[src/design/h264kf_pkg.sv]
package h264kf_pkg;

   localparam int DEFAULT_SIZE_FIELD_BITS = 16;
   localparam int SIZE_WORD_BITS = 16;

   localparam logic [4:0] NAL_TYPE_SPS = 5'd7;
   localparam logic [4:0] NAL_TYPE_STAP_A = 5'd24;
   localparam logic [4:0] NAL_TYPE_FU_A = 5'd28;
   localparam logic [4:0] NAL_TYPE_FU_B = 5'd29;
   localparam int FU_START_BIT = 7;

   localparam logic [2:0] TARGET_LAYER_RESET = 3'd7;

   typedef struct packed {
      logic [7:0] payload_byte;
      logic       first_byte;
      logic       last_byte;
      logic       marking_present;
      logic       mark_start;
      logic       mark_independent;
      logic       mark_base;
      logic [2:0] mark_layer;
   } req_item_type;

   typedef struct packed {
      logic       descriptor_valid;
      logic       key_frame;
      logic       forward;
      logic [2:0] layer_now;
   } rsp_item_type;

   typedef enum logic [1:0] {
      WALK_SIZE_HIGH,
      WALK_SIZE_LOW,
      WALK_TYPE,
      WALK_SKIP
   } walk_phase_type;

   typedef struct packed {
      logic restart;
      logic step;
   } walk_ctl_type;

   typedef struct packed {
      logic       update;
      logic       has_tid;
      logic       base;
      logic [2:0] tid;
   } layer_ctl_type;

endpackage

[src/design/h264_rtp_keyframe_and_layer_filter.sv]
// Channel   Direction  Handshake           Payload
// req       in         req_valid/req_stall req_item (one payload byte and its flags)
// rsp       out        rsp_valid/rsp_stall rsp_item (one result per payload)
// csr       in         csr_write_enable    csr_write_data (target layer)
//
// One byte is taken every cycle while req_stall is low; the per-byte parse sits between
// the input register and the result register, from which each result is offered.
// Reset is synchronous; it empties both registers, closes any open payload, sets the
// current layer to 0 and the target layer to 7.
// A stalled result holds in the result register; the input register keeps taking bytes
// that give no result, and req_stall rises only when a last byte waits behind it.
module h264_rtp_keyframe_and_layer_filter #(
   parameter int SIZE_FIELD_BITS = h264kf_pkg::DEFAULT_SIZE_FIELD_BITS
) (
   input  logic                     clock,
   input  logic                     reset,
   input  logic                     req_valid,
   output logic                     req_stall,
   input  h264kf_pkg::req_item_type req_item,
   output logic                     rsp_valid,
   input  logic                     rsp_stall,
   output h264kf_pkg::rsp_item_type rsp_item,
   input  logic                     csr_write_enable,
   input  logic [2:0]               csr_write_data
);
   import h264kf_pkg::*;

   req_item_type  req_item_ff;
   logic          req_valid_ff, req_valid_in;
   rsp_item_type  rsp_item_ff, rsp_item_in;
   logic          rsp_valid_ff, rsp_valid_in;
   logic [2:0]    target_layer_ff;

   logic [1:0]    position_ff, position_in;
   logic [4:0]    nal_kind_ff, nal_kind_in;
   logic          walk_active_ff, walk_active_in;
   logic          key_seen_ff, key_seen_in;
   logic          held_present_ff, held_present_in;
   logic          held_base_ff, held_base_in;
   logic [2:0]    held_layer_ff, held_layer_in;

   logic          req_accept;
   logic          live;
   logic          gives_result;
   logic          advance;
   logic          proc;
   logic [1:0]    index;
   logic          fu_hit;
   logic          walk_hit;
   walk_ctl_type  walk_ctl;
   layer_ctl_type layer_ctl;
   logic          layer_forward;
   logic [2:0]    layer_next;
   logic [2:0]    layer_now;

   assign live = req_item_ff.first_byte || (position_ff != 2'd0);
   assign gives_result = live && req_item_ff.last_byte;
   assign advance = req_valid_ff && (!rsp_valid_ff || !rsp_stall || !gives_result);
   assign proc = advance && live;
   assign req_stall = req_valid_ff && !advance;
   assign req_accept = req_valid && !req_stall;
   assign index = req_item_ff.first_byte ? 2'd0 : position_ff;

   assign rsp_valid = rsp_valid_ff;
   assign rsp_item = rsp_item_ff;

   always_ff @(posedge clock) begin
      if (reset) begin
         req_valid_ff <= 1'b0;
         rsp_valid_ff <= 1'b0;
         target_layer_ff <= TARGET_LAYER_RESET;
         position_ff <= '0;
         nal_kind_ff <= '0;
         walk_active_ff <= 1'b0;
         key_seen_ff <= 1'b0;
         held_present_ff <= 1'b0;
         held_base_ff <= 1'b0;
         held_layer_ff <= '0;
      end else begin
         req_valid_ff <= req_valid_in;
         rsp_valid_ff <= rsp_valid_in;
         if (csr_write_enable) begin
            target_layer_ff <= csr_write_data;
         end
         position_ff <= position_in;
         nal_kind_ff <= nal_kind_in;
         walk_active_ff <= walk_active_in;
         key_seen_ff <= key_seen_in;
         held_present_ff <= held_present_in;
         held_base_ff <= held_base_in;
         held_layer_ff <= held_layer_in;
      end
   end

   always_ff @(posedge clock) begin
      if (req_accept) begin
         req_item_ff <= req_item;
      end
      if (proc && req_item_ff.last_byte) begin
         rsp_item_ff <= rsp_item_in;
      end
   end

   assign walk_ctl.restart = proc && req_item_ff.first_byte;
   assign walk_ctl.step = proc && !req_item_ff.first_byte && walk_active_ff;

   h264kf_walk #(
      .SIZE_FIELD_BITS(SIZE_FIELD_BITS)
   ) u_walk (
      .clock(clock),
      .reset(reset),
      .ctl(walk_ctl),
      .payload_byte(req_item_ff.payload_byte),
      .key_hit(walk_hit)
   );

   assign layer_ctl.update = proc && req_item_ff.last_byte && (index != 2'd0);
   assign layer_ctl.has_tid = held_present_ff;
   assign layer_ctl.base = held_base_ff;
   assign layer_ctl.tid = held_layer_ff;

   h264kf_layer u_layer (
      .clock(clock),
      .reset(reset),
      .ctl(layer_ctl),
      .target_layer(target_layer_ff),
      .forward(layer_forward),
      .layer_next(layer_next),
      .layer_now(layer_now)
   );

   assign fu_hit = (index == 2'd1) && (nal_kind_ff inside {NAL_TYPE_FU_A, NAL_TYPE_FU_B})
                   && (req_item_ff.payload_byte[4:0] == NAL_TYPE_SPS)
                   && req_item_ff.payload_byte[FU_START_BIT];

   always_comb begin
      req_valid_in = req_accept || (req_valid_ff && !advance);
      rsp_valid_in = (proc && req_item_ff.last_byte) || (rsp_valid_ff && rsp_stall);

      position_in = position_ff;
      nal_kind_in = nal_kind_ff;
      walk_active_in = walk_active_ff;
      key_seen_in = key_seen_ff;
      held_present_in = held_present_ff;
      held_base_in = held_base_ff;
      held_layer_in = held_layer_ff;

      if (proc) begin
         if (req_item_ff.first_byte) begin
            nal_kind_in = req_item_ff.payload_byte[4:0];
            key_seen_in = (req_item_ff.marking_present && req_item_ff.mark_start
                           && req_item_ff.mark_independent)
                          || (req_item_ff.payload_byte[4:0] == NAL_TYPE_SPS);
            walk_active_in = (req_item_ff.payload_byte[4:0] == NAL_TYPE_STAP_A);
            held_present_in = req_item_ff.marking_present;
            held_base_in = req_item_ff.mark_base;
            held_layer_in = req_item_ff.mark_layer;
         end else begin
            key_seen_in = key_seen_ff || fu_hit || walk_hit;
         end
         position_in = (index == 2'd3) ? 2'd3 : index + 2'd1;
         if (req_item_ff.last_byte) begin
            position_in = 2'd0;
            walk_active_in = 1'b0;
         end
      end

      rsp_item_in.descriptor_valid = (index != 2'd0);
      rsp_item_in.key_frame = (index != 2'd0) && key_seen_in;
      rsp_item_in.forward = (index != 2'd0) && layer_forward;
      rsp_item_in.layer_now = (index != 2'd0) ? layer_next : layer_now;
   end

   a_input_held: assert property (@(posedge clock) disable iff (reset)
      (req_valid_ff && !advance) |=> (req_valid_ff && $stable(req_item_ff)))
      else $error("input register lost or changed a waiting item");

   a_stall_reason: assert property (@(posedge clock) disable iff (reset)
      req_stall |-> (rsp_valid_ff && rsp_stall && gives_result))
      else $error("input stalled without a blocked result");

   a_payload_closed: assert property (@(posedge clock) disable iff (reset)
      (proc && req_item_ff.last_byte) |=> (position_ff == 2'd0 && !walk_active_ff))
      else $error("payload still open after its last byte");

   a_short_result: assert property (@(posedge clock) disable iff (reset)
      (rsp_valid_ff && !rsp_item_ff.descriptor_valid)
      |-> (!rsp_item_ff.key_frame && !rsp_item_ff.forward && rsp_item_ff.layer_now == layer_now))
      else $error("short payload result carries a key or forward flag");

endmodule

[src/design/h264kf_walk.sv]
module h264kf_walk #(
   parameter int SIZE_FIELD_BITS = h264kf_pkg::DEFAULT_SIZE_FIELD_BITS
) (
   input  logic                    clock,
   input  logic                    reset,
   input  h264kf_pkg::walk_ctl_type ctl,
   input  logic [7:0]              payload_byte,
   output logic                    key_hit
);
   import h264kf_pkg::*;

   walk_phase_type              phase_ff, phase_in;
   logic [SIZE_FIELD_BITS-1:0]  countdown_ff, countdown_in;
   logic [SIZE_FIELD_BITS-1:0]  countdown_dec;
   logic [7:0]                  size_high_ff, size_high_in;
   logic [SIZE_WORD_BITS-1:0]   size_word;

   assign size_word = {size_high_ff, payload_byte};

   always_ff @(posedge clock) begin
      if (reset) begin
         phase_ff <= WALK_SIZE_HIGH;
         countdown_ff <= '0;
         size_high_ff <= '0;
      end else begin
         phase_ff <= phase_in;
         countdown_ff <= countdown_in;
         size_high_ff <= size_high_in;
      end
   end

   always_comb begin
      phase_in = phase_ff;
      countdown_in = countdown_ff;
      size_high_in = size_high_ff;
      key_hit = 1'b0;
      countdown_dec = (countdown_ff != '0) ? countdown_ff - SIZE_FIELD_BITS'(1) : countdown_ff;
      if (ctl.restart) begin
         phase_in = WALK_SIZE_HIGH;
         countdown_in = '0;
         size_high_in = '0;
      end else if (ctl.step) begin
         case (phase_ff)
            WALK_SIZE_HIGH: begin
               size_high_in = payload_byte;
               phase_in = WALK_SIZE_LOW;
            end
            WALK_SIZE_LOW: begin
               countdown_in = size_word[SIZE_FIELD_BITS-1:0];
               phase_in = WALK_TYPE;
            end
            WALK_TYPE: begin
               key_hit = (payload_byte[4:0] == NAL_TYPE_SPS);
               if (countdown_ff == '0) begin
                  // An empty unit: its type byte is also the next size's high byte.
                  size_high_in = payload_byte;
                  phase_in = WALK_SIZE_LOW;
               end else begin
                  countdown_in = countdown_dec;
                  phase_in = (countdown_dec == '0) ? WALK_SIZE_HIGH : WALK_SKIP;
               end
            end
            WALK_SKIP: begin
               countdown_in = countdown_dec;
               if (countdown_dec == '0) begin
                  phase_in = WALK_SIZE_HIGH;
               end
            end
            default: begin
               phase_in = WALK_SIZE_HIGH;
            end
         endcase
      end
   end

endmodule

[src/design/h264kf_layer.sv]
module h264kf_layer (
   input  logic                      clock,
   input  logic                      reset,
   input  h264kf_pkg::layer_ctl_type ctl,
   input  logic [2:0]                target_layer,
   output logic                      forward,
   output logic [2:0]                layer_next,
   output logic [2:0]                layer_now
);
   import h264kf_pkg::*;

   logic [2:0] layer_ff, layer_in;
   logic [2:0] raised;

   assign layer_now = layer_ff;

   always_ff @(posedge clock) begin
      if (reset) begin
         layer_ff <= '0;
      end else begin
         layer_ff <= layer_in;
      end
   end

   always_comb begin
      forward = 1'b1;
      layer_next = layer_ff;
      raised = 3'd0;
      if (ctl.has_tid && (ctl.tid > target_layer)) begin
         forward = 1'b0;
      end else if (ctl.has_tid && (ctl.tid > layer_ff) && !ctl.base) begin
         forward = 1'b0;
      end else begin
         if (ctl.has_tid) begin
            raised = (ctl.tid > layer_ff) ? ctl.tid : layer_ff;
         end
         layer_next = (raised > target_layer) ? target_layer : raised;
      end
      layer_in = ctl.update ? layer_next : layer_ff;
   end

endmodule

[config.mk]
export PLATFORM = sky130hd
export DESIGN_NAME = h264_rtp_keyframe_and_layer_filter
export DESIGN_NICKNAME = d
export VERILOG_FILES = /design/src/design/h264kf_pkg.sv /design/src/design/h264_rtp_keyframe_and_layer_filter.sv /design/src/design/h264kf_walk.sv /design/src/design/h264kf_layer.sv
export SDC_FILE = /design/constraint.sdc
export NUM_CORES = 1
export LEC_CHECK = 0
export BUFFER_PORTS_ARGS = -buffer_cell sky130_fd_sc_hd__buf_2
export CAP_MARGIN = 20
export CORE_AREA = 3 3 102 114
export CTS_CLUSTER_DIAMETER = 80
export CTS_CLUSTER_SIZE = 25
export DETAILED_ROUTE_END_ITERATION = 12
export DIE_AREA = 0 0 105 117
export PLACE_DENSITY = 0.55
export SYNTH_ARGS = -nofsm -noshare
export SYNTH_HDL_FRONTEND = slang
export SYNTH_SLANG_ARGS = --single-unit
[constraint.sdc]
create_clock -name clock -period 6.9 [get_ports clock]
set_input_delay 1.725 -clock clock [delete_from_list [all_inputs] [get_ports clock]]
set_output_delay 1.725 -clock clock [all_outputs]
set_load 0.01 [all_outputs]
; Word level (Yosys, flattened, before mapping)
; Index checks and enable logic that the tools add are counted.
; W data, S select, Z words.
[op_classes]
addsub = 2
n_reduce_logical = 52
n_lt_le_gt_ge = 3
mux = 29
eq_ne = 12
[op_table]
columns = cell, count
row1 = $pmux W16 S3, 1
row2 = $logic_not A16 Y1, 2
row3 = $mux W16, 2
row4 = $mux W3, 8
row5 = $logic_and A1 B1 Y1, 21
row6 = $pmux W8 S2, 1
row7 = $reduce_bool A16 Y1, 1
row8 = $sub A16 B1 Y16 const B, 1
row9 = $eq A5 B5 Y1 const B, 3
row10 = $mux W2, 6
row11 = $reduce_bool A2 Y1, 5
row12 = $gt A3 B3 Y1, 3
row13 = $mux W1, 9
row14 = $logic_or A1 B1 Y1, 8
row15 = $mux W8, 1
row16 = $pmux W2 S4, 1
row17 = $logic_not A1 Y1, 7
row18 = $eq A2 B2 Y1 const B, 3
row19 = $reduce_and A2 Y1, 3
row20 = $reduce_and A3 Y1, 2
row21 = $eq A5 B3 Y1 const B, 1
row22 = $eq A2 B1 Y1 const B, 2
row23 = $ne A2 B1 Y1 const B, 2
row24 = $reduce_bool A3 Y1, 1
row25 = 4 further kinds, 4
[word_totals]
out_inout_bits = 8
word_cells = 124
register_bits = 71
input_bits = 25

; Longest topological paths before layout
; Gate-level depths: netlist of the first run.
[depth]
word_depth = 15
depth_mapped = 14
ltp_nobuf = 14

; Cells and area by module
; From an unflattened synthesis of the first run, not the netlist that was laid out.
[unflattened]
cells_unflattened = 424
area_unflattened_um2 = 3807.4
[by_module_without_submodules]
columns = module, seq_area_each_um2, cells_each, instances, area_per_inst_um2
row1 = h264kf_walk, 520.5, 236, 1, 1750.4
row2 = h264_rtp_keyframe_and_layer_filter, 1051.0, 132, 1, 1539.0
row3 = h264kf_layer, 60.1, 56, 1, 518.0

; Least setup slack after synthesis of the first run
; No wires, ideal clock.
[synth_path]
kind = input to output
start = input rsp_stall
end = output req_stall
t_arrival_ns = 2.122
stages = 4
path_slack_ns = 3.053
required_time_ns = 5.175
path_buffers = 0
path_cell_list = nand3_1 -> nor2_1 -> nand2_1 -> inv_1
[synth_via]
elab_chain_cells = 6
[synth_lines]
columns = item, line_no
row1 = start: declaration, h264_rtp_keyframe_and_layer_filter.sv:21  ; input logic rsp_stall,
row2 = $logic_not A1 Y1, h264_rtp_keyframe_and_layer_filter.sv:58  ; assign advance = req_valid_ff && (!rsp_valid_ff || !rsp_stall || !gives_result);
row3 = $logic_or A1 B1 Y1 (2 in series), h264_rtp_keyframe_and_layer_filter.sv:58
row4 = $logic_and A1 B1 Y1, h264_rtp_keyframe_and_layer_filter.sv:58
row5 = $logic_not A1 Y1, h264_rtp_keyframe_and_layer_filter.sv:60  ; assign req_stall = req_valid_ff && !advance;
row6 = $logic_and A1 B1 Y1, h264_rtp_keyframe_and_layer_filter.sv:60
row7 = end: declaration, h264_rtp_keyframe_and_layer_filter.sv:18  ; output logic req_stall,
; No other way between the ends.

; Worst setup path after layout of the first run
; Ends and elaborated chain as after synthesis.

==> results of run 1 <==
-- worst max-delay path, delay by kind of cell --
family,cells,cell delay [ps]
AND/OR/NAND/NOR,3,370
buffers and inverters,3,290
-- cell type report --
cell class | instances | area [um2] | area share
multi-input combinational | 288 | 1830 | 0.439
timing repair buffer | 33 | 168 | 0.0403
clock inverter | 5 | 51.3 | 0.0123
inverter | 19 | 71.3 | 0.0171
tap | 143 | 179 | 0.0430
clock buffer | 11 | 233 | 0.0559
sequential | 70 | 1630 | 0.392
-- power by group --
part           internal, mW  switching [mW]  total [mW]
Clock                 0.277           0.162       0.439
Combinational        0.0148          0.0226      0.0374
Sequential            0.436         0.00866       0.445
-- state kept, by name, indices dropped and copies added, names as in the netlist --
register,cells
u_walk.countdown_ff,16
req_item_ff,17
nal_kind_ff,4
target_layer_ff,3
req_valid_ff,1
held_present_ff,1
u_walk.size_high_ff,8
rsp_valid,1
key_seen_ff,1
u_walk.phase_ff,2
held_layer_ff,3
u_layer.layer_now,3
walk_active_ff,1
held_base_ff,1
rsp_item,6
position_ff,2
-- cells in the mapped netlist (all sizes together), types with 4 or more instances --
cell and count:
nor4 7, ha 10, a31o 5, nand3 8, o21a 4, o211ai 5
inv 19, clkbuf 10, a21o 5, a31oi 4, nor2b 6, nor2 32
nand2 54, mux2 5, edfxtp 23, nand4b 5, nor3 16, or3 8
o21ai 22, or4 4, mux2i 17, dfxtp 47, buf 10, a21oi 27
-- metrics by stage --
step | hold slack [ps] | utilization | power (mW) | instances | cell area, um2
floorplan | 431 | - | 0.474 | 397 | 3650
CTS | 459 | 0.399 | 0.931 | 569 | 4160
global route | 481 | 0.399 | 0.958 | 569 | 4160
detailed placement | 452 | 0.371 | 0.491 | 553 | 3880
finish | 451 | 0.399 | 0.921 | 569 | 4160
global placement | 441 | 0.371 | 0.490 | 553 | 3880
-- logic make-up after synthesis --
family	count (synthesis)	synth area share
buffers and inverters	39	0.0514
XOR/XNOR	1	0.00240
adder cells (fa/ha/maj)	10	0.0343
AO/OA/AOI/OAI	99	0.179
multiplexers	22	0.0621
AND/OR/NAND/NOR	156	0.224
flip-flops	70	0.447
-- metal layers --
| metal | vias to the layer above | share of wire | track usage |
|---|---|---|---|
| met4 | 0 | 0.018 | 0.0577 |
| li1 | 1507 | - | - |
| met2 | 70 | 0.48 | 0.237 |
| met3 | 12 | 0.048 | 0.0318 |
| met5 | - | 0 | 0 |
| met1 | 1428 | 0.46 | 0.180 |
-- path summary, 6_finish.rpt --
kind	cells after the start	to	start	slack (ps)
worst min-delay path	2	nal_kind_ff[1]$_SDFFE_PP0P_	nal_kind_ff[1]$_SDFFE_PP0P_	450
worst min register to register	2	nal_kind_ff[1]$_SDFFE_PP0P_	nal_kind_ff[1]$_SDFFE_PP0P_	450
worst max register to register	14	rsp_item[0]$_DFFE_PP_	held_layer_ff[0]$_SDFFE_PP0P_	3690
worst max-delay path	6	req_stall	rsp_stall	2790
==> results.py, run 1 <==
metrics = {
    "timing": {
        "hold_viol": 0,
        "rsz0062_at_grt": "false",
        "finalCritPeriodShare": 0.596,
        "timing.final.max_slew_violations": 0,
        "final-setup-viol-count": 0,
        "finalClockSkew_ps": 5.70,
        "fin_ws_ps": 2790,
        "tns_ps": 0,
        "fmax_mhz": 243,
        "slew_headroom": 0.345,
        "worst_pin_slew_ps": 980,
        "min_period_ps": 4110,
    },
    "synthesis": {
        "ys_seq_elements": 70,
        "ys.flop_type": "dfxtp_1",
        "synth_top_area_cell": "dfxtp_1",
        "syn_nets": 432,
        "synthTopCellsByArea": "dfxtp_1, edfxtp_1, nand2_1",
        "synth_area_mm2": 0.00365,
        "avgSynthCellArea_um2": 9.19,
        "seq_area_frac_synth": 0.447,
        "syn_inst": 397,
        "synth_top_area_share": 0.258,
        "synth_cell_types": 59,
        "ys.warnings.count": 0,
        "synth-async-reset-ratio": 0,
        "synth_edf_count": 23,
    },
    "flow_run": {
        "maxCapViolCount": 0,
    },
    "clock_network": {
        "cts_max_level": 3,
        "cts_made_buffers": 9,
        "cts-root-buf": "clkbuf_16",
        "cts_buffer_depth": 2,
        "cts_sinks": 70,
        "clk-insertion-delay-late_ps": 330,
        "cts_tree": "yes",
        "post_cts_buffers": 0,
        "clk_pin_slew_ps": 50,
        "cts_resized": 0,
        "cts_hold_buf": 0,
    },
    "place": {
        "dp_slack_ps": 2790,
        "gp_congestion": 0.870,
        "io_buffers": 32,
        "dp.final_hpwl_um": 6100,
    },
    "pwr": {
        "leakage_nw": 1.68,
        "peakVddDrop_mv": 0.135,
        "power.density_mw_per_mm2": 221,
    },
    "detailed_routing": {
        "wl_per_cell_um": 14.6,
        "antenna_left": 0,
        "vias": 3017,
        "drtPass1Iterations": 5,
        "drc": 0,
        "via_per_inst": 5.30,
        "routed_wl_um": 8320,
        "drtIter0Drc": 257,
    },
    "critical_path": {
        "max_stage_delay_ps": 160,
        "crit_path_max_fanout": 6,
        "arrival_ps": 2390,
        "worstPathCellList": "buf_2 -> nand3_1 -> nor2_1 -> nand2_1 -> inv_1 -> buf_2",
        "crit_slowest_cell": "nand3_1",
        "critical_path_class": "in -> out",
        "cp-end-kind": "output port",
        "crit_required_ps": 5180,
        "startpoint_type": "input pin",
        "cp_common_cell": "buf_2",
    },
    "finish": {
        "drive_gt1_frac": 0.155,
        "antennaDiodeCount": 0,
        "final_nets": 456,
        "mostFrequentLayoutCells": "nand2_1, dfxtp_1, nor2_1, buf_2, a21oi_1",
        "n_fill_cell": 1062,
        "final_common_cell": "nand2_1",
        "area_delta_synth_final_pct": 14.1,
    },
    "grt": {
        "grt_util_all_layers": 0.142,
        "grt_pass1_vias": 2784,
        "grt_overflow_total": 0,
        "grt_pass1_wl_um": 13800,
        "grt_max_degree": 32,
        "grt_antenna_before_repair": 0,
    },
    "hold_path": {
        "min_path_type": "reg -> reg",
    },
    "outcome": {
        "status": "complete, no violations",
    },
    "die": {
        "core-area_mm2": 0.0104,
        "dieHeight_um": 117,
        "initial_core_util": 0.349,
        "num_rows": 39,
        "ios": 33,
        "die-width_um": 105,
        "die_area_mm2": 0.0123,
    },
}
Note: power is estimated with default switching activity, not from simulation.
==> run 2, diff against run 1 <==
- PLACE_DENSITY: 0.55 -> 0.56
- clock period: 6.9 -> 3.55 ns (I/O delays scaled with it)
==> run 2 against run 1 <==
Final area is 1.5% higher. Critical endpoint is now rsp_item[0]$_DFFE_PP_. Critical path type is now reg -> reg. Non-clock buffer count is 7 higher. Die area stayed put. Power is 99% higher.
==> results.py, run 2 (synthesis results as in run 1) <==
metrics = {
    "finish": {
        "regMostFlops": "req_item_ff",
        "antennaDiodeCount": 0,
        "final_common_cell": "nand2_1",
        "instances_no_fill": 576,
        "drive_gt1_frac": 0.169,
        "area_delta_synth_final_pct": 15.8,
        "utilization": 0.405,
        "largest_reg_flops": 17,
        "mostFrequentLayoutCells": "nand2_1, dfxtp_1, nor2_1, buf_2, a21oi_1",
        "final_nets": 463,
        "top_regs": "req_item_ff x17, u_walk.countdown_ff x16, u_walk.size_high_ff x8",
    },
    "critical_path": {
        "arrival_ps": 3290,
        "crit_required_ps": 3630,
        "critical_path_class": "reg -> reg",
        "crit_path_max_fanout": 4,
        "cp-end-kind": "flip-flop",
        "startpoint_type": "flip-flop",
    },
    "pwr": {
        "power.density_mw_per_mm2": 433,
        "leakage_nw": 1.72,
        "peakVddDrop_mv": 0.298,
    },
    "detailed_routing": {
        "antenna_left": 0,
        "vias": 3004,
        "drtPass1Iterations": 4,
        "via_per_inst": 5.22,
        "routed_wl_um": 8590,
        "drc": 0,
        "wl_per_cell_um": 14.9,
        "drtIter0Drc": 198,
    },
    "flow_run": {
        "maxCapViolCount": 0,
    },
    "place": {
        "placed_cells": 560,
        "dp_slack_ps": 388,
        "dp.final_hpwl_um": 6370,
        "io_buffers": 32,
        "gp_congestion": 0.875,
    },
    "timing": {
        "worst_pin_slew_ps": 772,
        "final-setup-viol-count": 0,
        "fin_ws_ps": 339,
        "fmax_mhz": 311,
        "rsz0062_at_grt": "false",
        "finalCritPeriodShare": 0.905,
        "hold_viol": 0,
        "slew_headroom": 0.485,
        "min_period_ps": 3210,
        "tns_ps": 0,
        "timing.final.max_slew_violations": 0,
        "finalClockSkew_ps": 8.43,
    },
    "clock_network": {
        "cts_max_level": 3,
        "cts_tree": "yes",
        "cts_resized": 0,
        "cts_hold_buf": 0,
        "clk-insertion-delay-late_ps": 330,
        "post_cts_buffers": 0,
        "cts_buffer_depth": 2,
        "cts-root-buf": "clkbuf_16",
        "clk_pin_slew_ps": 50,
        "cts_made_buffers": 9,
        "cts_sinks": 70,
    },
    "outcome": {
        "status": "complete, no violations",
    },
    "grt": {
        "grt_pass1_vias": 2933,
        "grt_overflow_total": 0,
        "grt_util_all_layers": 0.148,
        "grt_antenna_before_repair": 0,
        "grt_max_degree": 32,
        "grt_pass1_wl_um": 14400,
    },
    "die": {
        "initial_core_util": 0.349,
        "die-width_um": 105,
        "core-area_mm2": 0.0104,
        "dieHeight_um": 117,
        "ios": 33,
        "num_rows": 39,
        "die_area_mm2": 0.0123,
    },
    "hold_path": {
        "min_path_type": "reg -> reg",
    },
}
[run 2: changes by cell type in the layout (fill, tap and decap cells not counted)]
cell	delta
buf_4	+7
clkbuf_1	+1
clkbuf_8	+1
clkinv_1	-1
clkinv_2	-1
clkinv_4	+1
clkinvlp_4	-1
[run 2: stage by stage]
| step | power (mW) | hold WS [ps] | instance area [um2] |
|---|---|---|---|
| 5_1_grt | 1.89 | 467 | 4230 |
| 3_3_place_gp | 0.957 | 439 | 3930 |
| 3_5_place_dp | 0.959 | 449 | 3930 |
| 4_1_cts | 1.85 | 457 | 4230 |
| 2_1_floorplan | 0.921 | 431 | 3650 |
| 6_report | 1.83 | 454 | 4230 |
[run 2: layout make-up]
type,count,area [um2]
Clock buffer,13,250
Clock inverter,3,43.8
Fill cell,1084,6220
Inverter,19,71.3
Multi-Input combinational cell,288,1830
Sequential cell,70,1630
Tap cell,143,179
Timing Repair Buffer,40,220
[run 2: worst paths after layout]
path              cells past startpoint                               from  slack, ps                           to
setup / recovery                     14  u_layer.layer_now[1]$_SDFFE_PP0P_        340        rsp_item[0]$_DFFE_PP_
hold reg to reg                       2        nal_kind_ff[1]$_SDFFE_PP0P_        450  nal_kind_ff[1]$_SDFFE_PP0P_
setup reg to reg                     14  u_layer.layer_now[1]$_SDFFE_PP0P_        340        rsp_item[0]$_DFFE_PP_
hold / removal                        2        nal_kind_ff[1]$_SDFFE_PP0P_        450  nal_kind_ff[1]$_SDFFE_PP0P_
[run 2: critical path, stage by stage (launching register included)]
cell and delay [ps]:
dfxtp_1 380, inv_1 60, ha_1 290, nand3_1 70, o21ai_0 100, nor2_1 280
mux2i_1 300, nor2b_1 80, ha_1 300, nor2b_1 130, o21ai_0 80, a32oi_1 280
nand2b_1 190, o21ai_0 110, mux2_2 290
[run 2: routing by layer]
layer | part of all wire | GRT usage | wire length [um] | vias up
met3 | 0.041 | 0.0225 | 355 | 8
met5 | 0 | 0 | 0 | -
met2 | 0.47 | 0.250 | 4070 | 57
met4 | 0.012 | 0.0691 | 101 | 0
li1 | - | - | - | 1518
met1 | 0.47 | 0.188 | 4070 | 1421
[run 2: where the power goes]
part / internal (mW) / switching (mW) / leakage [nW] / total, mW
clock network: 0.564 / 0.326 / 0.144 / 0.889
registers: 0.848 / 0.0165 / 0.608 / 0.864
logic: 0.0322 / 0.0450 / 0.967 / 0.0773
==> run 3, diff against run 2 <==
- ABC_CLOCK_PERIOD_IN_PS: not set -> 3550
- CELL_PAD_IN_SITES_DETAIL_PLACEMENT: not set -> 1
- CELL_PAD_IN_SITES_GLOBAL_PLACEMENT: not set -> 2
- CORE_AREA: 3 3 102 114 -> 3 3 105 117
- DIE_AREA: 0 0 105 117 -> 0 0 108 120
- PLACE_DENSITY: 0.56 -> 0.77
==> run 3 against run 2 <==
Combinational power increased by 1%. Clock skew down 2.2 ps. Critical path depth stayed put. Worst setup slack worse by 19 ps. Register-to-register slack got worse by 20 ps. Largest cell class unchanged. Largest power group unchanged.
==> results.py, run 3 (synthesis results as in run 1) <==
metrics = {
    "detailed_routing": {
        "drtPass1Iterations": 4,
        "antenna_left": 0,
        "drc": 0,
        "vias": 3140,
        "wl_per_cell_um": 17.5,
        "drtIter0Drc": 122,
        "via_per_inst": 5.40,
        "routed_wl_um": 10200,
    },
    "timing": {
        "worst_pin_slew_ps": 809,
        "fmax_mhz": 310,
        "timing.final.max_slew_violations": 0,
        "final-setup-viol-count": 0,
        "rsz0062_at_grt": "false",
        "min_period_ps": 3230,
        "finalClockSkew_ps": 6.23,
        "finalCritPeriodShare": 0.910,
        "slew_headroom": 0.461,
        "tns_ps": 0,
        "hold_viol": 0,
        "holdWs_ps": 456,
    },
    "clock_network": {
        "cts-root-buf": "clkbuf_16",
        "cts_made_buffers": 9,
        "cts_tree": "yes",
        "cts_resized": 0,
        "cts_buffer_depth": 2,
        "clk-insertion-delay-late_ps": 340,
        "cts_max_level": 3,
        "clk_pin_slew_ps": 60,
        "cts_hold_buf": 0,
        "cts_sinks": 70,
        "post_cts_buffers": 0,
    },
    "flow_run": {
        "maxCapViolCount": 0,
    },
    "finish": {
        "largest_reg_flops": 17,
        "final_common_cell": "nand2_1",
        "top_regs": "req_item_ff x17, u_walk.countdown_ff x16, u_walk.size_high_ff x8",
        "final_nets": 461,
        "drive_gt1_frac": 0.172,
        "antennaDiodeCount": 0,
        "fin_area_mm2": 0.00424,
        "area_delta_synth_final_pct": 16.3,
        "regMostFlops": "req_item_ff",
        "mostFrequentLayoutCells": "nand2_1, dfxtp_1, nor2_1, buf_2, a21oi_1",
    },
    "critical_path": {
        "critical_path_class": "reg -> reg",
        "startpoint_type": "flip-flop",
        "r2r_end": "rsp_item[1]$_DFFE_PP_",
        "crit_start": "u_layer.layer_now[2]$_SDFFE_PP0P_",
        "arrival_ps": 3310,
        "cp-end-kind": "flip-flop",
        "reg2reg_depth": 14,
        "crit_path_max_fanout": 4,
        "r2r_slack_ps": 320,
        "cp-endpoint": "rsp_item[1]$_DFFE_PP_",
        "r2r_start": "u_layer.layer_now[2]$_SDFFE_PP0P_",
        "crit_required_ps": 3630,
    },
    "grt": {
        "grt_max_degree": 31,
        "grt_util_all_layers": 0.168,
        "grt_antenna_before_repair": 0,
        "grt_pass1_wl_um": 17100,
        "grt_overflow_total": 0,
        "grt_pass1_vias": 3287,
    },
    "hold_path": {
        "hold_depth": 2,
        "min_path_type": "reg -> reg",
    },
    "place": {
        "dp.final_hpwl_um": 7460,
        "io_buffers": 32,
        "gp_congestion": 0.822,
        "place_area_mm2": 0.00393,
    },
    "die": {
        "dieHeight_um": 120,
        "ios": 33,
        "die_area_mm2": 0.0130,
        "core-area_mm2": 0.0113,
        "initial_core_util": 0.322,
        "num_rows": 41,
        "die-width_um": 108,
    },
    "pwr": {
        "power.density_mw_per_mm2": 446,
        "peakVddDrop_mv": 0.275,
        "leakage_nw": 1.72,
    },
    "outcome": {
        "status": "complete, no violations",
    },
}
run 3: cell count changes in the layout (fill, tap and decap cells not counted), sizes merged:
cell,before,now
clkbuf,13,10
buf,40,38
clkinvlp,0,2
inv,19,20
run 3: per-stage QoR:
step | util | setup slack, ps | instances | total power [mW]
final | 0.374 | 320 | 581 | 1.89
after global routing | 0.374 | 106 | 581 | 1.97
after CTS | 0.374 | 331 | 581 | 1.92
after detailed placement | 0.346 | 356 | 565 | 0.962
after global placement | 0.346 | 518 | 565 | 0.959
after floorplan | - | 756 | 397 | 0.921
run 3: critical path, cell delays in order (launching register included):
cell	delay, ps
dfxtp_1	380
inv_1	70
ha_1	290
nand3_1	90
o21ai_0	110
nor2_1	290
mux2i_1	270
nor2b_1	80
ha_1	290
nor2b_1	140
o21ai_0	80
a32oi_1	280
nand2b_1	190
o21ai_0	120
mux2_2	300
run 3: where the power goes:
| group | switching [mW] | leakage [nW] | internal [mW] | total, mW |
|---|---|---|---|---|
| clock | 0.362 | 0.150 | 0.589 | 0.950 |
| sequential | 0.0179 | 0.608 | 0.847 | 0.865 |
| combinational | 0.0470 | 0.958 | 0.0313 | 0.0783 |
run 3: cell type report:
type                    instances  area [um2]
repair buffers                 38         205
clock buffers                  10         250
clock inverters                 6        67.6
well taps                     150         188
multi-input cells             288        1830
fillers                      1317        7090
inverters                      19        71.3
flip-flops and latches         70        1630
run 3: metal layers:
metal | wire [um] | up-vias | track usage
li1 | - | 1513 | -
met1 | 4360 | 1541 | 0.205
met2 | 5200 | 65 | 0.287
met3 | 318 | 21 | 0.0280
met4 | 292 | 0 | 0.0773
met5 | 0 | - | 0
run 3: how the worst min path moves through the flow:
stage,startpoint,end
floorplan,nal_kind_ff[1]$_SDFFE_PP0P_,nal_kind_ff[1]$_SDFFE_PP0P_
global placement,nal_kind_ff[1]$_SDFFE_PP0P_,nal_kind_ff[1]$_SDFFE_PP0P_
detailed placement,nal_kind_ff[1]$_SDFFE_PP0P_,nal_kind_ff[1]$_SDFFE_PP0P_
CTS,nal_kind_ff[1]$_SDFFE_PP0P_,nal_kind_ff[1]$_SDFFE_PP0P_
global route,nal_kind_ff[1]$_SDFFE_PP0P_,nal_kind_ff[1]$_SDFFE_PP0P_
finish,nal_kind_ff[1]$_SDFFE_PP0P_,nal_kind_ff[1]$_SDFFE_PP0P_
